$ cat src/assert_macros.svh
// Assertion helper macros shared by the RTL of the matrix multiply block.
// Included by modules that carry concurrent checks; depends on nothing else.
`ifndef ASSERT_MACROS_SVH
`define ASSERT_MACROS_SVH
`ifndef SYNTHESIS
// Antecedent implies consequent in the same cycle.
`define ASSERT_IMPL(lbl, clk, rstn, ante, cons) \
	lbl: assert property (@(posedge clk) disable iff (!rstn) (ante) |-> (cons)) \
		else $error("same-cycle implication check failed");
// Antecedent implies consequent in the next cycle.
`define ASSERT_NEXT(lbl, clk, rstn, ante, cons) \
	lbl: assert property (@(posedge clk) disable iff (!rstn) (ante) |=> (cons)) \
		else $error("next-cycle implication check failed");
`else
`define ASSERT_IMPL(lbl, clk, rstn, ante, cons)
`define ASSERT_NEXT(lbl, clk, rstn, ante, cons)
`endif
`endif

$ cat src/mmb_pkg.sv
// Shared types and constants of the broadcast matrix multiply block.
// Used by mmb_mac and matrix_multiply_broadcast; depends on nothing.
package mmb_pkg;

	localparam int MAX_DIM   = 8;
	localparam int IDX_W     = $clog2(MAX_DIM);
	localparam int DIM_W     = 4;
	localparam int ELEM_W    = 16;
	localparam int PROD_W    = 2 * ELEM_W;
	localparam int ACC_W     = PROD_W + IDX_W + 1;
	localparam int ADDR_W    = 2 * IDX_W;
	localparam int CFG_IDX_W = 3;

	// Input modes.
	localparam logic [1:0] MODE_LOAD_LEFT  = 2'd0;
	localparam logic [1:0] MODE_LOAD_RIGHT = 2'd1;
	localparam logic [1:0] MODE_COMPUTE    = 2'd2;

	// Configuration register indexes.
	localparam logic [CFG_IDX_W-1:0] REG_LEFT_ROWS  = 3'd0;
	localparam logic [CFG_IDX_W-1:0] REG_LEFT_COLS  = 3'd1;
	localparam logic [CFG_IDX_W-1:0] REG_RIGHT_ROWS = 3'd2;
	localparam logic [CFG_IDX_W-1:0] REG_RIGHT_COLS = 3'd3;

	// How the inner dimension is walked.
	localparam logic [1:0] KIND_PLAIN     = 2'd0;
	localparam logic [1:0] KIND_LEFT_COL  = 2'd1;
	localparam logic [1:0] KIND_RIGHT_ROW = 2'd2;

	typedef struct packed {
		logic [1:0]              mode;
		logic [IDX_W-1:0]        row_index;
		logic [IDX_W-1:0]        col_index;
		logic signed [ELEM_W-1:0] element;
	} in_beat_t;

	typedef struct packed {
		logic [IDX_W-1:0]         out_row;
		logic [IDX_W-1:0]         out_col;
		logic signed [PROD_W-1:0] product;
		logic                     shape_error;
		logic                     last;
	} out_beat_t;

	typedef enum logic [3:0] {
		ST_IDLE  = 4'b0001,
		ST_MAC   = 4'b0010,
		ST_DRAIN = 4'b0100,
		ST_EMIT  = 4'b1000
	} state_t;

endpackage

$ cat src/mmb_mac.sv
// Shared multiply-accumulate unit: registered 16x16 product, wide accumulator
// and saturation to Q16.16. Depends on mmb_pkg.
module mmb_mac (
	input  logic                              clk,
	input  logic                              arst_n,
	input  logic                              clear,
	input  logic                              valid,
	input  logic signed [mmb_pkg::ELEM_W-1:0] a,
	input  logic signed [mmb_pkg::ELEM_W-1:0] b,
	output logic                              busy,
	output logic signed [mmb_pkg::PROD_W-1:0] sum_sat
);
	import mmb_pkg::*;

	localparam logic signed [ACC_W-1:0] SAT_MAX =
		ACC_W'(signed'({1'b0, {(PROD_W-1){1'b1}}}));
	localparam logic signed [ACC_W-1:0] SAT_MIN = -SAT_MAX - ACC_W'(1);

	logic signed [PROD_W-1:0] prod_s2;
	logic                     prod_valid_s2;
	logic signed [ACC_W-1:0]  acc_q;

	always_ff @(posedge clk or negedge arst_n) begin
		if (!arst_n) begin
			prod_valid_s2 <= 1'b0;
		end else begin
			prod_valid_s2 <= valid;
		end
	end

	always_ff @(posedge clk) begin
		if (valid) begin
			prod_s2 <= a * b;
		end
		if (clear) begin
			acc_q <= '0;
		end else if (prod_valid_s2) begin
			acc_q <= acc_q + ACC_W'(prod_s2);
		end
	end

	assign busy = prod_valid_s2;

	always_comb begin
		if (acc_q > SAT_MAX) begin
			sum_sat = SAT_MAX[PROD_W-1:0];
		end else if (acc_q < SAT_MIN) begin
			sum_sat = SAT_MIN[PROD_W-1:0];
		end else begin
			sum_sat = acc_q[PROD_W-1:0];
		end
	end

endmodule

$ cat src/matrix_multiply_broadcast.sv
// Top level of the broadcast matrix multiply block: stores, sequencer, output
// register. Depends on mmb_pkg, mmb_mac and assert_macros.svh.
//
// Usage. Input beats arrive on in_valid/in_stall/in_data. A load beat (left or
// right) writes one Q8.8 element into its 64-entry store, and
// loads outside the configured shape are dropped. A compute beat runs the
// whole product and sends one output beat per element on out_valid/out_stall/
// out_data, row by row, with last set on the final element. When the shapes
// neither match nor broadcast, or a dimension register is out of range, a
// single beat with shape_error and last set is sent instead.
// A compute beat occupies the block for its whole run, which is set by the single
// shared multiply-accumulate unit doing one product per cycle during each element's
// inner steps, behind the registered store read; in_stall stays high for that whole
// run. Shape registers are written on cfg_we/cfg_index/cfg_data; the user must
// write them while idle only, as the block does not enforce it. Reset sets all
// dimensions to one and empties the output register; store contents are undefined
// until loaded. A stalled output holds its beat and the sequencer waits, so no beat
// is lost.
`include "assert_macros.svh"

module matrix_multiply_broadcast (
	input  logic                              clk,
	input  logic                              arst_n,
	input  logic                              in_valid,
	output logic                              in_stall,
	input  mmb_pkg::in_beat_t                 in_data,
	output logic                              out_valid,
	input  logic                              out_stall,
	output mmb_pkg::out_beat_t                out_data,
	input  logic                              cfg_we,
	input  logic [mmb_pkg::CFG_IDX_W-1:0]     cfg_index,
	input  logic [mmb_pkg::DIM_W-1:0]         cfg_data
);
	import mmb_pkg::*;

	localparam logic [DIM_W-1:0] DIM_ONE = DIM_W'(1);
	localparam logic [DIM_W-1:0] DIM_MAX = DIM_W'(MAX_DIM);

	logic [DIM_W-1:0] left_rows_q, left_cols_q, right_rows_q, right_cols_q;

	state_t           state_q;
	logic [1:0]       kind_q;
	logic [DIM_W-1:0] inner_q;
	logic [IDX_W-1:0] i_q, j_q, k_q;
	logic             err_q;

	logic signed [ELEM_W-1:0] left_mem  [MAX_DIM*MAX_DIM];
	logic signed [ELEM_W-1:0] right_mem [MAX_DIM*MAX_DIM];
	logic signed [ELEM_W-1:0] left_rd_s1, right_rd_s1;
	logic                     rd_valid_s1;

	out_beat_t out_q;
	logic      out_valid_q;

	logic                     accept;
	logic                     load_left, load_right, start;
	logic                     dims_ok, shape_bad;
	logic [1:0]               kind_d;
	logic [DIM_W-1:0]         inner_d;
	logic [ADDR_W-1:0]        wr_addr, left_addr, right_addr;
	logic                     issue, last_k, last_elem, out_free, emit;
	logic                     mac_busy, mac_clear;
	logic signed [PROD_W-1:0] mac_sum;
	out_beat_t                out_d;

	// Configuration registers.
	always_ff @(posedge clk or negedge arst_n) begin
		if (!arst_n) begin
			left_rows_q  <= DIM_ONE;
			left_cols_q  <= DIM_ONE;
			right_rows_q <= DIM_ONE;
			right_cols_q <= DIM_ONE;
		end else if (cfg_we) begin
			unique case (cfg_index)
				REG_LEFT_ROWS:  left_rows_q  <= cfg_data;
				REG_LEFT_COLS:  left_cols_q  <= cfg_data;
				REG_RIGHT_ROWS: right_rows_q <= cfg_data;
				REG_RIGHT_COLS: right_cols_q <= cfg_data;
				default: ;
			endcase
		end
	end

	// Input side: only the idle sequencer takes beats.
	assign in_stall = (state_q != ST_IDLE);
	assign accept   = in_valid && !in_stall;

	// A load is kept only when it lands inside the configured shape.
	assign load_left  = accept && (in_data.mode == MODE_LOAD_LEFT)
		&& ({1'b0, in_data.row_index} < left_rows_q)
		&& ({1'b0, in_data.col_index} < left_cols_q);
	assign load_right = accept && (in_data.mode == MODE_LOAD_RIGHT)
		&& ({1'b0, in_data.row_index} < right_rows_q)
		&& ({1'b0, in_data.col_index} < right_cols_q);
	assign start      = accept && (in_data.mode == MODE_COMPUTE);
	assign wr_addr    = {in_data.row_index, in_data.col_index};

	// Shape decision for a compute beat.
	assign dims_ok = (left_rows_q  != '0) && (left_rows_q  <= DIM_MAX)
		&& (left_cols_q  != '0) && (left_cols_q  <= DIM_MAX)
		&& (right_rows_q != '0) && (right_rows_q <= DIM_MAX)
		&& (right_cols_q != '0) && (right_cols_q <= DIM_MAX);

	always_comb begin
		kind_d    = KIND_PLAIN;
		inner_d   = left_cols_q;
		shape_bad = 1'b0;
		priority if (!dims_ok) begin
			shape_bad = 1'b1;
		end else if (left_cols_q == right_rows_q) begin
			kind_d  = KIND_PLAIN;
			inner_d = left_cols_q;
		end else if (left_cols_q == DIM_ONE) begin
			// The single left column is reused for every inner step.
			kind_d  = KIND_LEFT_COL;
			inner_d = right_rows_q;
		end else if (right_rows_q == DIM_ONE) begin
			// The single right row is reused for every inner step.
			kind_d  = KIND_RIGHT_ROW;
			inner_d = left_cols_q;
		end else begin
			shape_bad = 1'b1;
		end
	end

	// Read addresses for the current inner step.
	assign issue      = (state_q == ST_MAC);
	assign left_addr  = {i_q, (kind_q == KIND_LEFT_COL) ? IDX_W'(0) : k_q};
	assign right_addr = {(kind_q == KIND_RIGHT_ROW) ? IDX_W'(0) : k_q, j_q};
	assign last_k     = ({1'b0, k_q} == inner_q - DIM_ONE);
	assign last_elem  = ({1'b0, i_q} == left_rows_q - DIM_ONE)
		&& ({1'b0, j_q} == right_cols_q - DIM_ONE);

	// Element stores: one write port used by loads, one registered read port.
	always_ff @(posedge clk) begin
		if (load_left) begin
			left_mem[wr_addr] <= in_data.element;
		end
		if (issue) begin
			left_rd_s1 <= left_mem[left_addr];
		end
	end

	always_ff @(posedge clk) begin
		if (load_right) begin
			right_mem[wr_addr] <= in_data.element;
		end
		if (issue) begin
			right_rd_s1 <= right_mem[right_addr];
		end
	end

	always_ff @(posedge clk or negedge arst_n) begin
		if (!arst_n) begin
			rd_valid_s1 <= 1'b0;
		end else begin
			rd_valid_s1 <= issue;
		end
	end

	// Clear the accumulator before each element's run.
	assign out_free  = !out_valid_q || !out_stall;
	assign emit      = (state_q == ST_EMIT) && out_free;
	assign mac_clear = start || emit;

	mmb_mac u_mac (
		.clk     (clk),
		.arst_n  (arst_n),
		.clear   (mac_clear),
		.valid   (rd_valid_s1),
		.a       (left_rd_s1),
		.b       (right_rd_s1),
		.busy    (mac_busy),
		.sum_sat (mac_sum)
	);

	// Sequencer.
	always_ff @(posedge clk or negedge arst_n) begin
		if (!arst_n) begin
			state_q <= ST_IDLE;
			kind_q  <= KIND_PLAIN;
			inner_q <= DIM_ONE;
			i_q     <= '0;
			j_q     <= '0;
			k_q     <= '0;
			err_q   <= 1'b0;
		end else begin
			unique case (state_q)
				ST_IDLE: begin
					if (start) begin
						kind_q  <= kind_d;
						inner_q <= inner_d;
						err_q   <= shape_bad;
						i_q     <= '0;
						j_q     <= '0;
						k_q     <= '0;
						state_q <= shape_bad ? ST_EMIT : ST_MAC;
					end
				end
				ST_MAC: begin
					if (last_k) begin
						k_q     <= '0;
						state_q <= ST_DRAIN;
					end else begin
						k_q <= k_q + IDX_W'(1);
					end
				end
				ST_DRAIN: begin
					// Wait for the read and multiply stages to land in the sum.
					if (!rd_valid_s1 && !mac_busy) begin
						state_q <= ST_EMIT;
					end
				end
				ST_EMIT: begin
					if (emit) begin
						priority if (err_q || last_elem) begin
							state_q <= ST_IDLE;
						end else if ({1'b0, j_q} == right_cols_q - DIM_ONE) begin
							j_q     <= '0;
							i_q     <= i_q + IDX_W'(1);
							state_q <= ST_MAC;
						end else begin
							j_q     <= j_q + IDX_W'(1);
							state_q <= ST_MAC;
						end
					end
				end
				default: state_q <= ST_IDLE;
			endcase
		end
	end

	// Output beat and register.
	always_comb begin
		if (err_q) begin
			out_d.out_row     = '0;
			out_d.out_col     = '0;
			out_d.product     = '0;
			out_d.shape_error = 1'b1;
			out_d.last        = 1'b1;
		end else begin
			out_d.out_row     = i_q;
			out_d.out_col     = j_q;
			out_d.product     = mac_sum;
			out_d.shape_error = 1'b0;
			out_d.last        = last_elem;
		end
	end

	always_ff @(posedge clk or negedge arst_n) begin
		if (!arst_n) begin
			out_valid_q <= 1'b0;
		end else if (emit) begin
			out_valid_q <= 1'b1;
		end else if (!out_stall) begin
			out_valid_q <= 1'b0;
		end
	end

	always_ff @(posedge clk) begin
		if (emit) begin
			out_q <= out_d;
		end
	end

	assign out_valid = out_valid_q;
	assign out_data  = out_q;

	// Checks on the sequencer and the multiply pipeline.
	`ASSERT_IMPL(a_emit_drained, clk, arst_n, state_q == ST_EMIT, !rd_valid_s1 && !mac_busy)
	`ASSERT_NEXT(a_last_ends_run, clk, arst_n, emit && out_d.last, state_q == ST_IDLE)
	`ASSERT_IMPL(a_error_is_last, clk, arst_n, out_valid_q, !out_q.shape_error || out_q.last)
	`ASSERT_IMPL(a_k_in_range, clk, arst_n, state_q == ST_MAC, {1'b0, k_q} < inner_q)

endmodule

$ cat config.mk
export PLATFORM = sky130hd
export DESIGN_NAME = matrix_multiply_broadcast
export DESIGN_NICKNAME = d
export VERILOG_FILES = /design/src/mmb_pkg.sv /design/src/mmb_mac.sv /design/src/matrix_multiply_broadcast.sv
export VERILOG_INCLUDE_DIRS = /design/src /design/src/src
export SDC_FILE = /design/constraint.sdc
export NUM_CORES = 2
export LEC_CHECK = 0
export ABC_AREA = 1
export ABC_CLOCK_PERIOD_IN_PS = 5500
export BUFFER_PORTS_ARGS = -buffer_cell sky130_fd_sc_hd__buf_4
export CORE_UTILIZATION = 45
export DETAILED_ROUTE_END_ITERATION = 8
export GPL_ROUTABILITY_DRIVEN = 1
export PLACE_DENSITY = 0.72
export SLEW_MARGIN = 15
export SYNTH_ARGS = -nofsm -noshare
export SYNTH_HDL_FRONTEND = slang
export SYNTH_SLANG_ARGS = --single-unit
$ cat constraint.sdc
create_clock -name clk -period 5.5 [get_ports clk]
set_input_delay 1.1 -clock clk [delete_from_list [all_inputs] [get_ports clk]]
set_output_delay 1.1 -clock clk [all_outputs]
set_load 0.02 [all_outputs]
==> results_dict.tcl <==
set metrics [dict create \
    outcome "finished, violations left" \
    violations "design-rule violations" \
    syn-cell-area_um2 102000 \
    drc 26 \
    vias 68900 \
    root_buffer "clkbuf_16" \
    drive_gt1_frac 0.129 \
    peakVddDrop_v 0.000803 \
    grt_remaining_overflow 0 \
    synth_cells 8439 \
    crit_type "register to register" \
    ys_types 53 \
    clk_pin_slew_worst_paths_ns 0.06 \
    syn_nets 8871 \
    rows 174 \
    grt_max_degree 227 \
    r2r-start "left_rd_s1[4]$_DFFE_PP_" \
    numPortBuffers 77 \
    drv_cap 0 \
    synth.largest_area_cell "edfxtp_1" \
    die_area_um2 229000 \
    clk_latency_ns 0.90 \
    crit_required_ns 6.08 \
    fin_util 0.513 \
    setup_viol 0 \
    max_freq_mhz 184 \
    ys_ff_latch 2227 \
    total_power_w 0.0605 \
    slew_violations 0 \
    cts.sinks 2227 \
    p_leak_nw 40.5 \
    min_path_type "primary input to asynchronous set/reset pin" \
    grt.total_usage 0.244 \
    yosysSeqAreaShare 0.649 \
    final_common_cell "edfxtp_1" \
    clockBufferDepth 3 \
    crit_path_end_kind "register" \
    die_h_um 478 \
    slew_headroom 0.205 \
    synthTopCellsByArea "edfxtp_1, fa_1, o211ai_1" \
    multi_input_area_um2 31800 \
    drt-initial-drc-count 8760 \
    grt_pass1_vias 67400 \
    cts-hold-fix-buffers 0 \
    regArea_um2 66300 \
    fillers 18800 \
    hold_violations 0 \
    cp-start-kind "register" \
    dp_hpwl_um 171000 \
    syn_to_final_growth_pct 13.0 \
    wl_per_cell_um 24.2 \
    skew_ns 0.111 \
    gp_congestion 0.945 \
    finalCritPeriodShare 0.990 \
    cp-startpoint "left_rd_s1[4]$_DFFE_PP_" \
    critPathMaxFanout 7 \
    cts_tree "done" \
    synth_top_area_share 0.633 \
    postSynthAreaPerCell_um2 12.1 \
    h-tree-depth 4 \
    cts_buffers 216 \
    ant_nets 0 \
    drtPass1Iterations 9 \
    antenna_found_initial 6 \
    final_cell_mix "edfxtp_1, nor2_1, nand2_1, o21ai_0, inv_1" \
    die-width_um 478 \
    wl_um 284000 \
    synth_edf_count 2152 \
    grt_pass1_wl_um 423000 \
    max_slew.worst_pin.slew_ns 1.19 \
    cp.arrival_ns 6.03 \
    start_util 0.454 \
    vias_per_cell 5.86 \
    ys.flop_type "edfxtp_1" \
    coreArea_um2 225000 \
    yosysWarnings 0 \
    rsz0062_at_grt "true" \
    boundaryPins 78 \
    powerDensity_nw_per_um2 524 \
    period_minus_slack_ns 5.45 \
    final_net_count 9025 \
    async_reset_ff_frac 0.0175 \
]
[worst max-delay path, cell delays in order, from the launching register on]
cell      delay [ns]
edfxtp_1        0.39
buf_6           0.17
buf_6           0.13
nand2_2         0.06
inv_2           0.03
fa_1            0.48
fa_1            0.53
fa_1            0.56
fa_1            0.52
fa_1            0.49
inv_1           0.05
fa_1            0.48
inv_2           0.05
ha_4            0.27
a21oi_4         0.15
o21ai_0         0.10
a21oi_1         0.19
nand3_2         0.15
nand3_1         0.10
nand3_1         0.08
xor2_1          0.15
[path summary, 6_finish.rpt]
kind,to,slack [ns],depth (start not counted)
max in group asynchronous,j_q[0]$_DFFE_PN0P_,4.85,1
min in group clk,u_mac.acc_q[0]$_SDFFE_PP0P_,0.50,2
hold reg to reg,u_mac.acc_q[0]$_SDFFE_PP0P_,0.50,2
hold / removal,right_cols_q[1]$_DFFE_PN0P_,0.21,1
setup / recovery,u_mac.prod_s2[30]$_DFFE_PP_,0.05,20
setup reg to reg,u_mac.prod_s2[30]$_DFFE_PP_,0.05,20
[area by class of cell]
cell class,instances,share of cell area
timing repair buffer,465,0.0346
multi-input combinational,5039,0.276
tap,2992,0.0324
clock buffer,272,0.0494
antenna,6,0.000130
sequential,2227,0.575
clock inverter,124,0.0117
inverter,644,0.0213
[cell families after synthesis]
group,after synthesis,synth area share
buffers and inverters,1173,0.0473
flip-flops,2227,0.649
AND/OR/NAND/NOR,2827,0.126
adder cells (fa/ha/maj),396,0.0679
AO/OA/AOI/OAI,1748,0.104
XOR/XNOR,68,0.00583
[Yosys cell counts (all sizes together), types with 13 or more instances]
library cell and instances:
or2 532, a21oi 178, o21ai 710, edfxtp 2152, o211ai 564, fa 263
ha 133, dfrtp 33, o21bai 13, nand3 579, buf 222, xor2 41
clkbuf 307, nor3 36, inv 642, dfxtp 36, o22ai 256, nand2 804
xnor2 27, nor2 849, nand4 17
[power breakdown]
part           internal, W  switching [W]  leakage (nW)
clock network      0.00818        0.00648          3.41
registers           0.0195       0.000289          20.1
logic               0.0103         0.0158          16.9
[sequential cells by signal, indices dropped and copies added, names as in the netlist, 16 cells and up]
signal / cells
u_mac.prod_s2: 32
out_data: 40
u_mac.acc_q: 36
right_rd_s1: 16
left_rd_s1: 16
left_mem: 1024
right_mem: 1024
[per-layer routing]
metal	track usage	vias to the layer above	part of all wire
met5	0	-	0.000046
met4	0.0976	2	0.041
met3	0.0433	601	0.095
met2	0.390	3650	0.47
met1	0.331	34300	0.39
li1	-	30400	-
[stage by stage]
stage                     instances  area (um2)  hold slack, ns  setup TNS, ns  setup slack, ns
after floorplan                8439      102000           0.423              0           0.0292
after global placement        11300      107000           0.470         -0.901           -0.195
after detailed placement      11300      107000           0.479          -1.66           -0.214
after CTS                     11700      114000           0.177      -0.000199        -0.000199
after global routing          11800      115000           0.221         -0.990           -0.191
final                         11800      115000           0.212              0           0.0548
[repair_timing]
item                       4_1_cts  5_1_grt
resized for setup               19      200
setup endpoints to repair       14       19
setup buffers                    5       26
cloned                           0        1
pin swaps                        0       61
hold endpoints to repair         0        0
(Power assumes the default switching activity.)
